## config.mk

```make
export PLATFORM = sky130hd
export DESIGN_NAME = prefix_coded_number_decoder_core_flat
export DESIGN_NICKNAME = d
export VERILOG_FILES = /design/src/pcnd_pkg.sv /design/src/pcnd_if.sv /design/src/pcnd_front.sv /design/src/pcnd_queue.sv /design/src/pcnd_back.sv /design/src/prefix_coded_number_decoder_core.sv /design/src/flat_wrapper.sv
export SDC_FILE = /design/constraint.sdc
export NUM_CORES = 1
export LEC_CHECK = 0
export BUFFER_PORTS_ARGS = -buffer_cell sky130_fd_sc_hd__buf_4
export CAP_MARGIN = 15
export CORE_MARGIN = 2
export CORE_UTILIZATION = 53
export CTS_CLUSTER_DIAMETER = 120
export DETAILED_ROUTE_END_ITERATION = 10
export PLACE_DENSITY_LB_ADDON = 0.12
export SYNTH_ARGS = -nofsm -noshare
export SYNTH_HDL_FRONTEND = slang
export SYNTH_SLANG_ARGS = --single-unit
```

## constraint.sdc

```tcl
create_clock -name clk_i -period 2.7 [get_ports clk_i]
set_clock_uncertainty 0.05 [all_clocks]
set_input_delay 0.135 -clock clk_i [delete_from_list [all_inputs] [get_ports clk_i]]
set_output_delay 0.135 -clock clk_i [all_outputs]
set_load 0.02 [all_outputs]
```

## src/pcnd_pkg.sv

```systemverilog
// ----------------------------------------------------------------------------
// pcnd_pkg: shared types and constants of the prefix-coded number decoder
// Byte classes, status codes, decoder phases and the queue entry format.
// ----------------------------------------------------------------------------
package pcnd_pkg;

  // Byte codes with a special meaning in the stream.
  localparam logic [7:0] BYTE_PREFIX = 8'd255;
  localparam logic [7:0] BYTE_EIGHT  = 8'd254;
  localparam logic [7:0] BYTE_LEN4   = 8'd253;
  localparam logic [7:0] BYTE_LEN2   = 8'd252;
  localparam logic [7:0] BYTE_LEN1   = 8'd251;

  // Class of one incoming transaction, decided without context.
  typedef enum logic [2:0] {
    KIND_LIT,
    KIND_LEN1,
    KIND_LEN2,
    KIND_LEN4,
    KIND_EIGHT,
    KIND_PREFIX,
    KIND_END
  } kind_e;

  // Result status codes.
  typedef enum logic [1:0] {
    ST_OK     = 2'd0,
    ST_REPEAT = 2'd1,
    ST_EIGHT  = 2'd2,
    ST_ENDED  = 2'd3
  } status_e;

  // Decoder phases.
  typedef enum logic [1:0] {
    PH_FIRST  = 2'd0,
    PH_MARKER = 2'd1,
    PH_DATA   = 2'd2
  } phase_e;

  // One classified byte as it travels through the queue.
  typedef struct packed {
    kind_e      kind;
    logic [7:0] data_byte;
  } item_t;

  // A queue port: valid flag plus entry.
  typedef struct packed {
    logic  valid;
    item_t item;
  } qport_t;

  // Event produced by the back end for one consumed byte.
  typedef struct packed {
    logic        emit;
    logic        ok;
    status_e     status;
    logic [31:0] value;
  } event_t;

endpackage

```

## src/pcnd_if.sv

```systemverilog
// ----------------------------------------------------------------------------
// pcnd_if: stream channels of the prefix-coded number decoder
// Byte input channel and decoded number output channel, valid/ready.
// ----------------------------------------------------------------------------
interface pcnd_byte_if;
  logic       valid;
  logic       ready;
  logic [7:0] data_byte;
  logic       end_of_input;

  modport source (output valid, output data_byte, output end_of_input, input ready);
  modport sink   (input valid, input data_byte, input end_of_input, output ready);
endinterface

interface pcnd_num_if;
  logic               valid;
  logic               ready;
  logic signed [31:0] number_value;
  logic        [1:0]  status;

  modport source (output valid, output number_value, output status, input ready);
  modport sink   (input valid, input number_value, input status, output ready);
endinterface

```

## src/pcnd_front.sv

```systemverilog
// ----------------------------------------------------------------------------
// pcnd_front: input acceptance and byte classification
// Accepts byte transactions while the queue has room and tags each byte.
// ----------------------------------------------------------------------------
module pcnd_front (
  pcnd_byte_if.sink       in_i,
  input  logic            q_ready_i,
  output pcnd_pkg::qport_t push_o
);
  import pcnd_pkg::*;

  kind_e kind;

  // Classify the byte; end of input overrides the byte value.
  always_comb begin
    if (in_i.end_of_input) begin
      kind = KIND_END;
    end else begin
      case (in_i.data_byte)
        BYTE_PREFIX: kind = KIND_PREFIX;
        BYTE_EIGHT:  kind = KIND_EIGHT;
        BYTE_LEN4:   kind = KIND_LEN4;
        BYTE_LEN2:   kind = KIND_LEN2;
        BYTE_LEN1:   kind = KIND_LEN1;
        default:     kind = KIND_LIT;
      endcase
    end
  end

  // Hand the transaction to the queue when it has room.
  assign in_i.ready             = q_ready_i;
  assign push_o.valid           = in_i.valid && q_ready_i;
  assign push_o.item.kind       = kind;
  assign push_o.item.data_byte  = in_i.data_byte;

endmodule

```

## src/pcnd_queue.sv

```systemverilog
// ----------------------------------------------------------------------------
// pcnd_queue: small FIFO between the front and back ends
// Holds classified bytes; per cycle one push if not full, one pop if not empty.
// ----------------------------------------------------------------------------
module pcnd_queue #(
  parameter int Depth = 2
) (
  input  logic             clk_i,
  input  logic             rst_ni,
  input  pcnd_pkg::qport_t push_i,
  output logic             ready_o,
  output pcnd_pkg::qport_t head_o,
  input  logic             pop_i
);
  import pcnd_pkg::*;

  localparam int PtrW = (Depth > 1) ? $clog2(Depth) : 1;
  localparam int CntW = $clog2(Depth + 1);
  localparam logic [PtrW-1:0] LastPtr = PtrW'(Depth - 1);
  localparam logic [CntW-1:0] FullCnt = CntW'(Depth);

  item_t           mem_q [Depth];
  logic [PtrW-1:0] wr_ptr_q, wr_ptr_d;
  logic [PtrW-1:0] rd_ptr_q, rd_ptr_d;
  logic [CntW-1:0] count_q, count_d;
  logic            do_pop;

  assign ready_o      = (count_q != FullCnt);
  assign head_o.valid = (count_q != '0);
  assign head_o.item  = mem_q[rd_ptr_q];
  assign do_pop       = pop_i && head_o.valid;

  // Pointer and fill count updates.
  always_comb begin
    wr_ptr_d = wr_ptr_q;
    rd_ptr_d = rd_ptr_q;
    count_d  = count_q;
    if (push_i.valid) begin
      wr_ptr_d = (wr_ptr_q == LastPtr) ? '0 : wr_ptr_q + 1'b1;
    end
    if (do_pop) begin
      rd_ptr_d = (rd_ptr_q == LastPtr) ? '0 : rd_ptr_q + 1'b1;
    end
    if (push_i.valid && !do_pop) begin
      count_d = count_q + 1'b1;
    end else if (!push_i.valid && do_pop) begin
      count_d = count_q - 1'b1;
    end
  end

  always_ff @(posedge clk_i or negedge rst_ni) begin
    if (!rst_ni) begin
      wr_ptr_q <= '0;
      rd_ptr_q <= '0;
      count_q  <= '0;
    end else begin
      wr_ptr_q <= wr_ptr_d;
      rd_ptr_q <= rd_ptr_d;
      count_q  <= count_d;
    end
  end

  // Entry storage.
  always_ff @(posedge clk_i) begin
    if (push_i.valid) begin
      mem_q[wr_ptr_q] <= push_i.item;
    end
  end

endmodule

```

## src/pcnd_back.sv

```systemverilog
// ----------------------------------------------------------------------------
// pcnd_back: decoding state machine and result register
// Consumes classified bytes, gathers data bytes and emits decoded numbers.
// ----------------------------------------------------------------------------
module pcnd_back (
  input  logic             clk_i,
  input  logic             rst_ni,
  input  pcnd_pkg::qport_t head_i,
  output logic             pop_o,
  pcnd_num_if.source       out_o
);
  import pcnd_pkg::*;

  phase_e      phase_q, phase_d;
  logic        invert_q, invert_d;
  logic [2:0]  left_q, left_d;
  logic [1:0]  pos_q, pos_d;
  logic [31:0] acc_q, acc_d;
  logic [31:0] acc_merged;
  event_t      ev;

  logic               res_valid_q, res_valid_d;
  logic signed [31:0] res_value_q, res_value_d;
  logic        [1:0]  res_status_q, res_status_d;

  // A byte is consumed whenever the result slot is free or being drained.
  assign pop_o = head_i.valid && (!res_valid_q || out_o.ready);

  // Accumulator with the incoming data byte placed at its position.
  always_comb begin
    acc_merged = acc_q;
    case (pos_q)
      2'd0:    acc_merged[7:0]   = head_i.item.data_byte;
      2'd1:    acc_merged[15:8]  = head_i.item.data_byte;
      2'd2:    acc_merged[23:16] = head_i.item.data_byte;
      default: acc_merged[31:24] = head_i.item.data_byte;
    endcase
  end

  // Next state of the decoder and the event for this byte.
  always_comb begin
    phase_d   = phase_q;
    invert_d  = invert_q;
    left_d    = left_q;
    pos_d     = pos_q;
    acc_d     = acc_q;
    ev.emit   = 1'b0;
    ev.ok     = 1'b0;
    ev.status = ST_OK;
    ev.value  = '0;
    if (pop_o) begin
      if (head_i.item.kind == KIND_END) begin
        ev.emit   = 1'b1;
        ev.status = ST_ENDED;
      end else begin
        unique case (phase_q)
          PH_DATA: begin
            acc_d  = acc_merged;
            pos_d  = pos_q + 2'd1;
            left_d = left_q - 3'd1;
            if (left_q == 3'd1) begin
              ev.emit  = 1'b1;
              ev.ok    = 1'b1;
              ev.value = acc_merged;
            end
          end
          default: begin
            if (head_i.item.kind == KIND_PREFIX) begin
              if (phase_q == PH_MARKER) begin
                ev.emit   = 1'b1;
                ev.status = ST_REPEAT;
              end else begin
                invert_d = 1'b1;
                phase_d  = PH_MARKER;
              end
            end else begin
              // Length marker or literal value.
              unique case (head_i.item.kind)
                KIND_EIGHT: begin
                  ev.emit   = 1'b1;
                  ev.status = ST_EIGHT;
                end
                KIND_LEN4, KIND_LEN2, KIND_LEN1: begin
                  phase_d = PH_DATA;
                  pos_d   = 2'd0;
                  acc_d   = '0;
                  case (head_i.item.kind)
                    KIND_LEN4: left_d = 3'd4;
                    KIND_LEN2: left_d = 3'd2;
                    default:   left_d = 3'd1;
                  endcase
                end
                default: begin
                  ev.emit  = 1'b1;
                  ev.ok    = 1'b1;
                  ev.value = {24'd0, head_i.item.data_byte};
                end
              endcase
            end
          end
        endcase
      end
      // Every result returns the decoder to its initial state.
      if (ev.emit) begin
        phase_d  = PH_FIRST;
        invert_d = 1'b0;
        left_d   = '0;
        pos_d    = '0;
        acc_d    = '0;
      end
    end
  end

  // Result register contents.
  always_comb begin
    res_valid_d  = res_valid_q;
    res_value_d  = res_value_q;
    res_status_d = res_status_q;
    if (out_o.ready) begin
      res_valid_d = 1'b0;
    end
    if (ev.emit) begin
      res_valid_d  = 1'b1;
      res_status_d = ev.status;
      if (ev.ok && invert_q) begin
        res_value_d = ~ev.value;
      end else begin
        res_value_d = ev.value;
      end
    end
  end

  always_ff @(posedge clk_i or negedge rst_ni) begin
    if (!rst_ni) begin
      phase_q     <= PH_FIRST;
      invert_q    <= 1'b0;
      left_q      <= '0;
      pos_q       <= '0;
      acc_q       <= '0;
      res_valid_q <= 1'b0;
    end else begin
      phase_q     <= phase_d;
      invert_q    <= invert_d;
      left_q      <= left_d;
      pos_q       <= pos_d;
      acc_q       <= acc_d;
      res_valid_q <= res_valid_d;
    end
  end

  always_ff @(posedge clk_i) begin
    res_value_q  <= res_value_d;
    res_status_q <= res_status_d;
  end

  assign out_o.valid        = res_valid_q;
  assign out_o.number_value = res_value_q;
  assign out_o.status       = res_status_q;

endmodule

```

## src/prefix_coded_number_decoder_core.sv

```systemverilog
// ----------------------------------------------------------------------------
// prefix_coded_number_decoder_core: prefix-coded integer stream decoder
// Decodes optionally inverted, length-prefixed little-endian integers.
// ----------------------------------------------------------------------------
//
//  Channel  Dir  Fields                      Meaning
//  in_i     in   data_byte, end_of_input     one stream byte per transaction
//  out_o    out  number_value, status        one decoded number or error
//
// One byte is accepted per cycle while the queue has room; a number's last
// byte passes the queue, then the result register. Sustained rate is one byte
// per cycle while results are taken, set by the back end consuming one queue
// entry per cycle. The input keeps accepting while a result waits, up to
// QueueDepth bytes. Reset clears the queue and the decoder state.
//
module prefix_coded_number_decoder_core #(
  parameter int QueueDepth = 2
) (
  input  logic        clk_i,
  input  logic        rst_ni,
  pcnd_byte_if.sink   in_i,
  pcnd_num_if.source  out_o
);
  import pcnd_pkg::*;

  qport_t push;
  qport_t head;
  logic   q_ready;
  logic   pop;

  // Front end: accept and classify.
  pcnd_front u_front (
    .in_i      (in_i),
    .q_ready_i (q_ready),
    .push_o    (push)
  );

  // Queue between front and back ends.
  pcnd_queue #(
    .Depth (QueueDepth)
  ) u_queue (
    .clk_i   (clk_i),
    .rst_ni  (rst_ni),
    .push_i  (push),
    .ready_o (q_ready),
    .head_o  (head),
    .pop_i   (pop)
  );

  // Back end: decode and deliver results.
  pcnd_back u_back (
    .clk_i  (clk_i),
    .rst_ni (rst_ni),
    .head_i (head),
    .pop_o  (pop),
    .out_o  (out_o)
  );

endmodule

```

## src/flat_wrapper.sv

```systemverilog
// flat-port wrapper written by rule: the top's interface ports become plain ports
module prefix_coded_number_decoder_core_flat import pcnd_pkg::*;
#(
  parameter int QueueDepth = 2
)
  (clk_i, rst_ni, in_i_valid, in_i_data_byte, in_i_end_of_input, in_i_ready, out_o_valid, out_o_number_value, out_o_status, out_o_ready);
  pcnd_byte_if in_i_i ();
  pcnd_num_if out_o_i ();
  input  logic clk_i;
  input  logic rst_ni;
  input wire logic [$bits(in_i_i.valid)-1:0] in_i_valid;
  input wire logic [$bits(in_i_i.data_byte)-1:0] in_i_data_byte;
  input wire logic [$bits(in_i_i.end_of_input)-1:0] in_i_end_of_input;
  output wire logic [$bits(in_i_i.ready)-1:0] in_i_ready;
  output wire logic [$bits(out_o_i.valid)-1:0] out_o_valid;
  output wire logic [$bits(out_o_i.number_value)-1:0] out_o_number_value;
  output wire logic [$bits(out_o_i.status)-1:0] out_o_status;
  input wire logic [$bits(out_o_i.ready)-1:0] out_o_ready;
  assign in_i_i.valid = in_i_valid;
  assign in_i_i.data_byte = in_i_data_byte;
  assign in_i_i.end_of_input = in_i_end_of_input;
  assign in_i_ready = in_i_i.ready;
  assign out_o_valid = out_o_i.valid;
  assign out_o_number_value = out_o_i.number_value;
  assign out_o_status = out_o_i.status;
  assign out_o_i.ready = out_o_ready;
  prefix_coded_number_decoder_core #(.QueueDepth(QueueDepth)) u_core (.clk_i(clk_i), .rst_ni(rst_ni), .in_i(in_i_i), .out_o(out_o_i));
endmodule
```

==> report_table.html <==
<table>
<tr><th>Metric</th><th>Value</th></tr>
<tr><th colspan="2">Synth</th></tr>
<tr><td>Top-area cell type share of the netlist area</td><td>35.6%</td></tr>
<tr><td>Fraction of registers with async set or reset after synthesis</td><td>44.6%</td></tr>
<tr><td>Syn avg cell area</td><td>12.5 sq um</td></tr>
<tr><td>Netlist cell types</td><td>52</td></tr>
<tr><td>Top cells by instance count after synthesis</td><td>edfxtp_1 (56), dfrtp_1 (45), nor2_1 (36)</td></tr>
<tr><td>Leading register cell type out of synthesis</td><td>edfxtp_1</td></tr>
<tr><td>Warnings, synthesis</td><td>0</td></tr>
<tr><td>Sequential area share after synthesis</td><td>59.4%</td></tr>
<tr><td>Register bit count reported by yosys</td><td>101</td></tr>
<tr><td>Most frequent cell after synthesis</td><td>edfxtp_1</td></tr>
<tr><td>Instance count of the mapped netlist</td><td>379</td></tr>
<tr><td>Synthesized net count</td><td>399</td></tr>
<tr><td>Count of flip-flops with a built-in enable after synthesis</td><td>56</td></tr>
<tr><td>Cell type with the highest aggregate area in the netlist</td><td>edfxtp_1</td></tr>
<tr><td>Area of the mapped netlist</td><td>4730 sq um</td></tr>
<tr><td>Top post-synthesis cells by area</td><td>edfxtp_1 (36%), dfrtp_1 (24%), xor2_1 (6.3%), o2bb2ai_1 (5.9%), a211oi_1 (4.0%)</td></tr>
<tr><th colspan="2">Clocking</th></tr>
<tr><td>Maximum buffer depth of the clock tree</td><td>2</td></tr>
<tr><td>Clock insertion delay at the later pin of the skew report</td><td>0.36 ns</td></tr>
<tr><td>Clock root cell</td><td>clkbuf_8</td></tr>
<tr><td>TritonCTS clock tree</td><td>done</td></tr>
<tr><td>Post-CTS setup-driven buffer insertion count</td><td>0</td></tr>
<tr><td>Number of sinks driven by the clock tree</td><td>101</td></tr>
<tr><td>Worst-path clk slew</td><td>0.09 ns</td></tr>
<tr><td>H-tree lvl count</td><td>3</td></tr>
<tr><td>CTS buffer count</td><td>9</td></tr>
<tr><th colspan="2">GRT</th></tr>
<tr><td>Remaining global-route overflow</td><td>0</td></tr>
<tr><td>Wire length of the first global-routing pass</td><td>15700 microns</td></tr>
<tr><td>Via count of the first global-routing pass</td><td>3135</td></tr>
<tr><td>Maximum number of pins on one net before global-route repair</td><td>46</td></tr>
<tr><td>Antenna violations before repair</td><td>0</td></tr>
<tr><td>Global routing usage summed across all routing layers</td><td>20.5%</td></tr>
<tr><th colspan="2">Pwr</th></tr>
<tr><td>IR drop worst, VDD</td><td>577 uV</td></tr>
<tr><td>Leakage component of the power</td><td>2.40 nW</td></tr>
<tr><td>Ratio of total power to cell area</td><td>1210 nW/um^2</td></tr>
<tr><td>Final Total Pwr</td><td>6.78 mW</td></tr>
<tr><th colspan="2">Die</th></tr>
<tr><td>Number of core rows</td><td>34</td></tr>
<tr><td>Horizontal die dimension</td><td>98.5 microns</td></tr>
<tr><td>Boundary Pins</td><td>49</td></tr>
<tr><td>Starting density of the core</td><td>54.5%</td></tr>
<tr><td>Core area</td><td>8680 sq um</td></tr>
<tr><td>Area enclosed by the die boundary</td><td>9700 sq um</td></tr>
<tr><td>Overall die height</td><td>98.5 microns</td></tr>
<tr><th colspan="2">Placement</th></tr>
<tr><td>Number of input and output port buffers inserted</td><td>48</td></tr>
<tr><td>Detailed placement HPWL</td><td>6290 microns</td></tr>
<tr><td>Final estimated routing congestion in global placement</td><td>0.871</td></tr>
<tr><th colspan="2">Setup path</th></tr>
<tr><td>Worst setup path category</td><td>flip-flop to flip-flop</td></tr>
<tr><td>Required time of the critical path</td><td>2.73 ns</td></tr>
<tr><td>Cell type group with the largest total delay on the critical path</td><td>simple AND/OR/NAND/NOR gates</td></tr>
<tr><td>Worst reg2reg endpoint</td><td>u_core.u_back.out_o.number_value[18]</td></tr>
<tr><td>Type of element launching the critical path</td><td>flip-flop</td></tr>
<tr><td>Worst R2R Setup Slack</td><td>0.13 ns</td></tr>
<tr><td>Number of cells on the worst reg-to-reg path</td><td>6</td></tr>
<tr><td>Arr. time, crit path</td><td>2.60 ns</td></tr>
<tr><td>Chain of cells forming the critical path</td><td>mux2i_2 &gt; buf_4 &gt; nor2_1 &gt; nor3_1 &gt; nor2_4 &gt; xor2_1</td></tr>
<tr><td>Crit path launch</td><td>u_core.u_queue.rd_ptr_q</td></tr>
<tr><td>Crit Reg-Reg Startpoint</td><td>u_core.u_queue.rd_ptr_q</td></tr>
<tr><td>Largest fanout of any net on the critical path</td><td>16</td></tr>
<tr><td>Sum of buffers and inverters on the critical path</td><td>1</td></tr>
<tr><td>Cell type of the slowest stage on the worst timing path</td><td>nor3_1</td></tr>
<tr><td>Sort of element at the end of the critical path</td><td>flip-flop</td></tr>
<tr><td>CP peak stage delay</td><td>0.64 ns</td></tr>
<tr><th colspan="2">Job</th></tr>
<tr><td>Max Cap Violations</td><td>0</td></tr>
<tr><th colspan="2">STA</th></tr>
<tr><td>Tightest slew margin relative to the limit</td><td>45.2%</td></tr>
<tr><td>Final setup violation count</td><td>0</td></tr>
<tr><td>Crit share post-route</td><td>95.1%</td></tr>
<tr><td>Hold Fails Final Rpt</td><td>0</td></tr>
<tr><td>Number of slew-limit violations in the final report</td><td>0</td></tr>
<tr><td>Fmax achieved</td><td>389 MHz</td></tr>
<tr><td>Least-Margin Pin Slew</td><td>0.816 ns</td></tr>
<tr><td>Final worst path period need</td><td>2.57 ns</td></tr>
<tr><th colspan="2">Hold path</th></tr>
<tr><td>Number of cells on the worst hold path</td><td>2</td></tr>
<tr><td>Start point of the worst hold path</td><td>in_i_end_of_input</td></tr>
<tr><td>Hold Path End</td><td>u_core.u_queue.mem_q[1][10]</td></tr>
<tr><td>Worst min-delay path class</td><td>input port to flip-flop</td></tr>
<tr><th colspan="2">Route</th></tr>
<tr><td>DR DRC count</td><td>0</td></tr>
<tr><td>Antenna-violating nets left</td><td>0</td></tr>
<tr><td>Average detailed-routed wire length per instance</td><td>16.9 microns</td></tr>
<tr><td>DR iter-0 viols</td><td>202</td></tr>
<tr><td>Number of optimization iterations in the first detailed-route pass</td><td>4</td></tr>
<tr><td>Number of vias per cell after detailed routing</td><td>5.71</td></tr>
<tr><td>Number of vias in the routed layout</td><td>3207</td></tr>
<tr><td>Drt total wl</td><td>9520 microns</td></tr>
<tr><th colspan="2">Cells and area</th></tr>
<tr><td>Final Core Density</td><td>64.7%</td></tr>
<tr><td>Fraction of final layout cells sized beyond drive strength 1</td><td>24.0%</td></tr>
<tr><td>Final-stage net count</td><td>469</td></tr>
<tr><td>Count of antenna diodes in the layout</td><td>0</td></tr>
<tr><td>Layout area overhead</td><td>18.7%</td></tr>
<tr><th colspan="2">Status</th></tr>
<tr><td>Outcome</td><td>finished clean</td></tr>
</table>
[cell type report]
class	count	area, sq um
multi-input cells	249	1800
clock buffers	11	141
repair buffers	79	616
flip-flops and latches	101	2810
inverters	9	33.8
well taps	108	135
clock inverters	5	83.8
fillers	705	3060
[cells by family (layout without fill, tap and decap cells)]
family,count (synthesis),after routing,share of synthesized area [%]
compound gates,107,107,17.2
xor+xnor,37,37,6.85
flops,101,101,59.4
fa+ha+maj,7,7,1.85
simple gates,84,85,8.65
mux,13,13,3.04
buf+inv,30,104,2.99
[sequential cells by signal (all words and copies together) (netlist names)]
signal,count
u_core.u_back.out_o.number_value,32
u_core.u_queue.mem_q,22
u_core.u_back.left_q,3
u_core.u_back.out_o.valid,1
u_core.u_back.out_o.status,2
u_core.u_back.acc_q,32
u_core.u_back.invert_q,1
u_core.u_queue.rd_ptr_q,1
u_core.u_queue.count_q,2
u_core.u_queue.wr_ptr_q,1
u_core.u_back.pos_q,2
u_core.u_back.phase_q,2
[power breakdown]
group	internal (mW)	leakage [nW]	switching (mW)
logic	1.19	1.15	1.98
registers	2.30	1.14	0.245
clock network	0.550	0.106	0.517
[layer usage]
| layer | share of wire, % | GRT usage, % | up-vias |
|---|---|---|---|
| met5 | 0 | 0 | - |
| met1 | 45 | 28.8 | 1560 |
| met2 | 49 | 33.1 | 72 |
| met3 | 4.5 | 2.62 | 12 |
| met4 | 1.5 | 7.59 | 0 |
| li1 | - | - | 1563 |
[worst max path at each step]
stage	endpoint	slack, ns	cells past startpoint
after floorplan	u_core.u_back.out_o.number_value[0]	0.34	6
after global placement	u_core.u_back.out_o.number_value[22]	0.18	6
after detailed placement	u_core.u_back.out_o.number_value[18]	0.04	6
after CTS	u_core.u_back.out_o.number_value[18]	0.04	6
after global routing	u_core.u_back.out_o.number_value[18]	-0.02	6
final	u_core.u_back.out_o.number_value[18]	0.13	6
[per-stage QoR]
step                hold slack, ns  area, sq um  cells  setup TNS, ns  setup WS (ns)
global route                0.0103         5620    562        -0.0511        -0.0178
floorplan                   -0.211         4730    379              0          0.338
finish                      0.0164         5620    562              0          0.131
CTS                        0.00526         5600    561              0         0.0351
global placement             0.126         5290    536              0          0.178
detailed placement           0.128         5290    536              0         0.0444
[cell usage in the layout (no fill, tap or decap), drive strengths merged, types with 9 or more instances in the layout]
cell          n
a211oi       25
buf          70
clkbuf       11
dfrtp        45
dlygate4sd3   9
edfxtp       56
inv           9
mux2i        11
nand2        22
nor2         39
o21ai        20
o22ai         9
o2bb2ai      32
xor2         34
[timing repair]
item / CTS / global route
hold buffers: 9 / 0
gates resized for setup: 0 / 1
endpoints found under the setup margin: 0 / 32
hold endpoints to repair: 61 / 0
No activity file was read; power rests on OpenSTA's default activity.
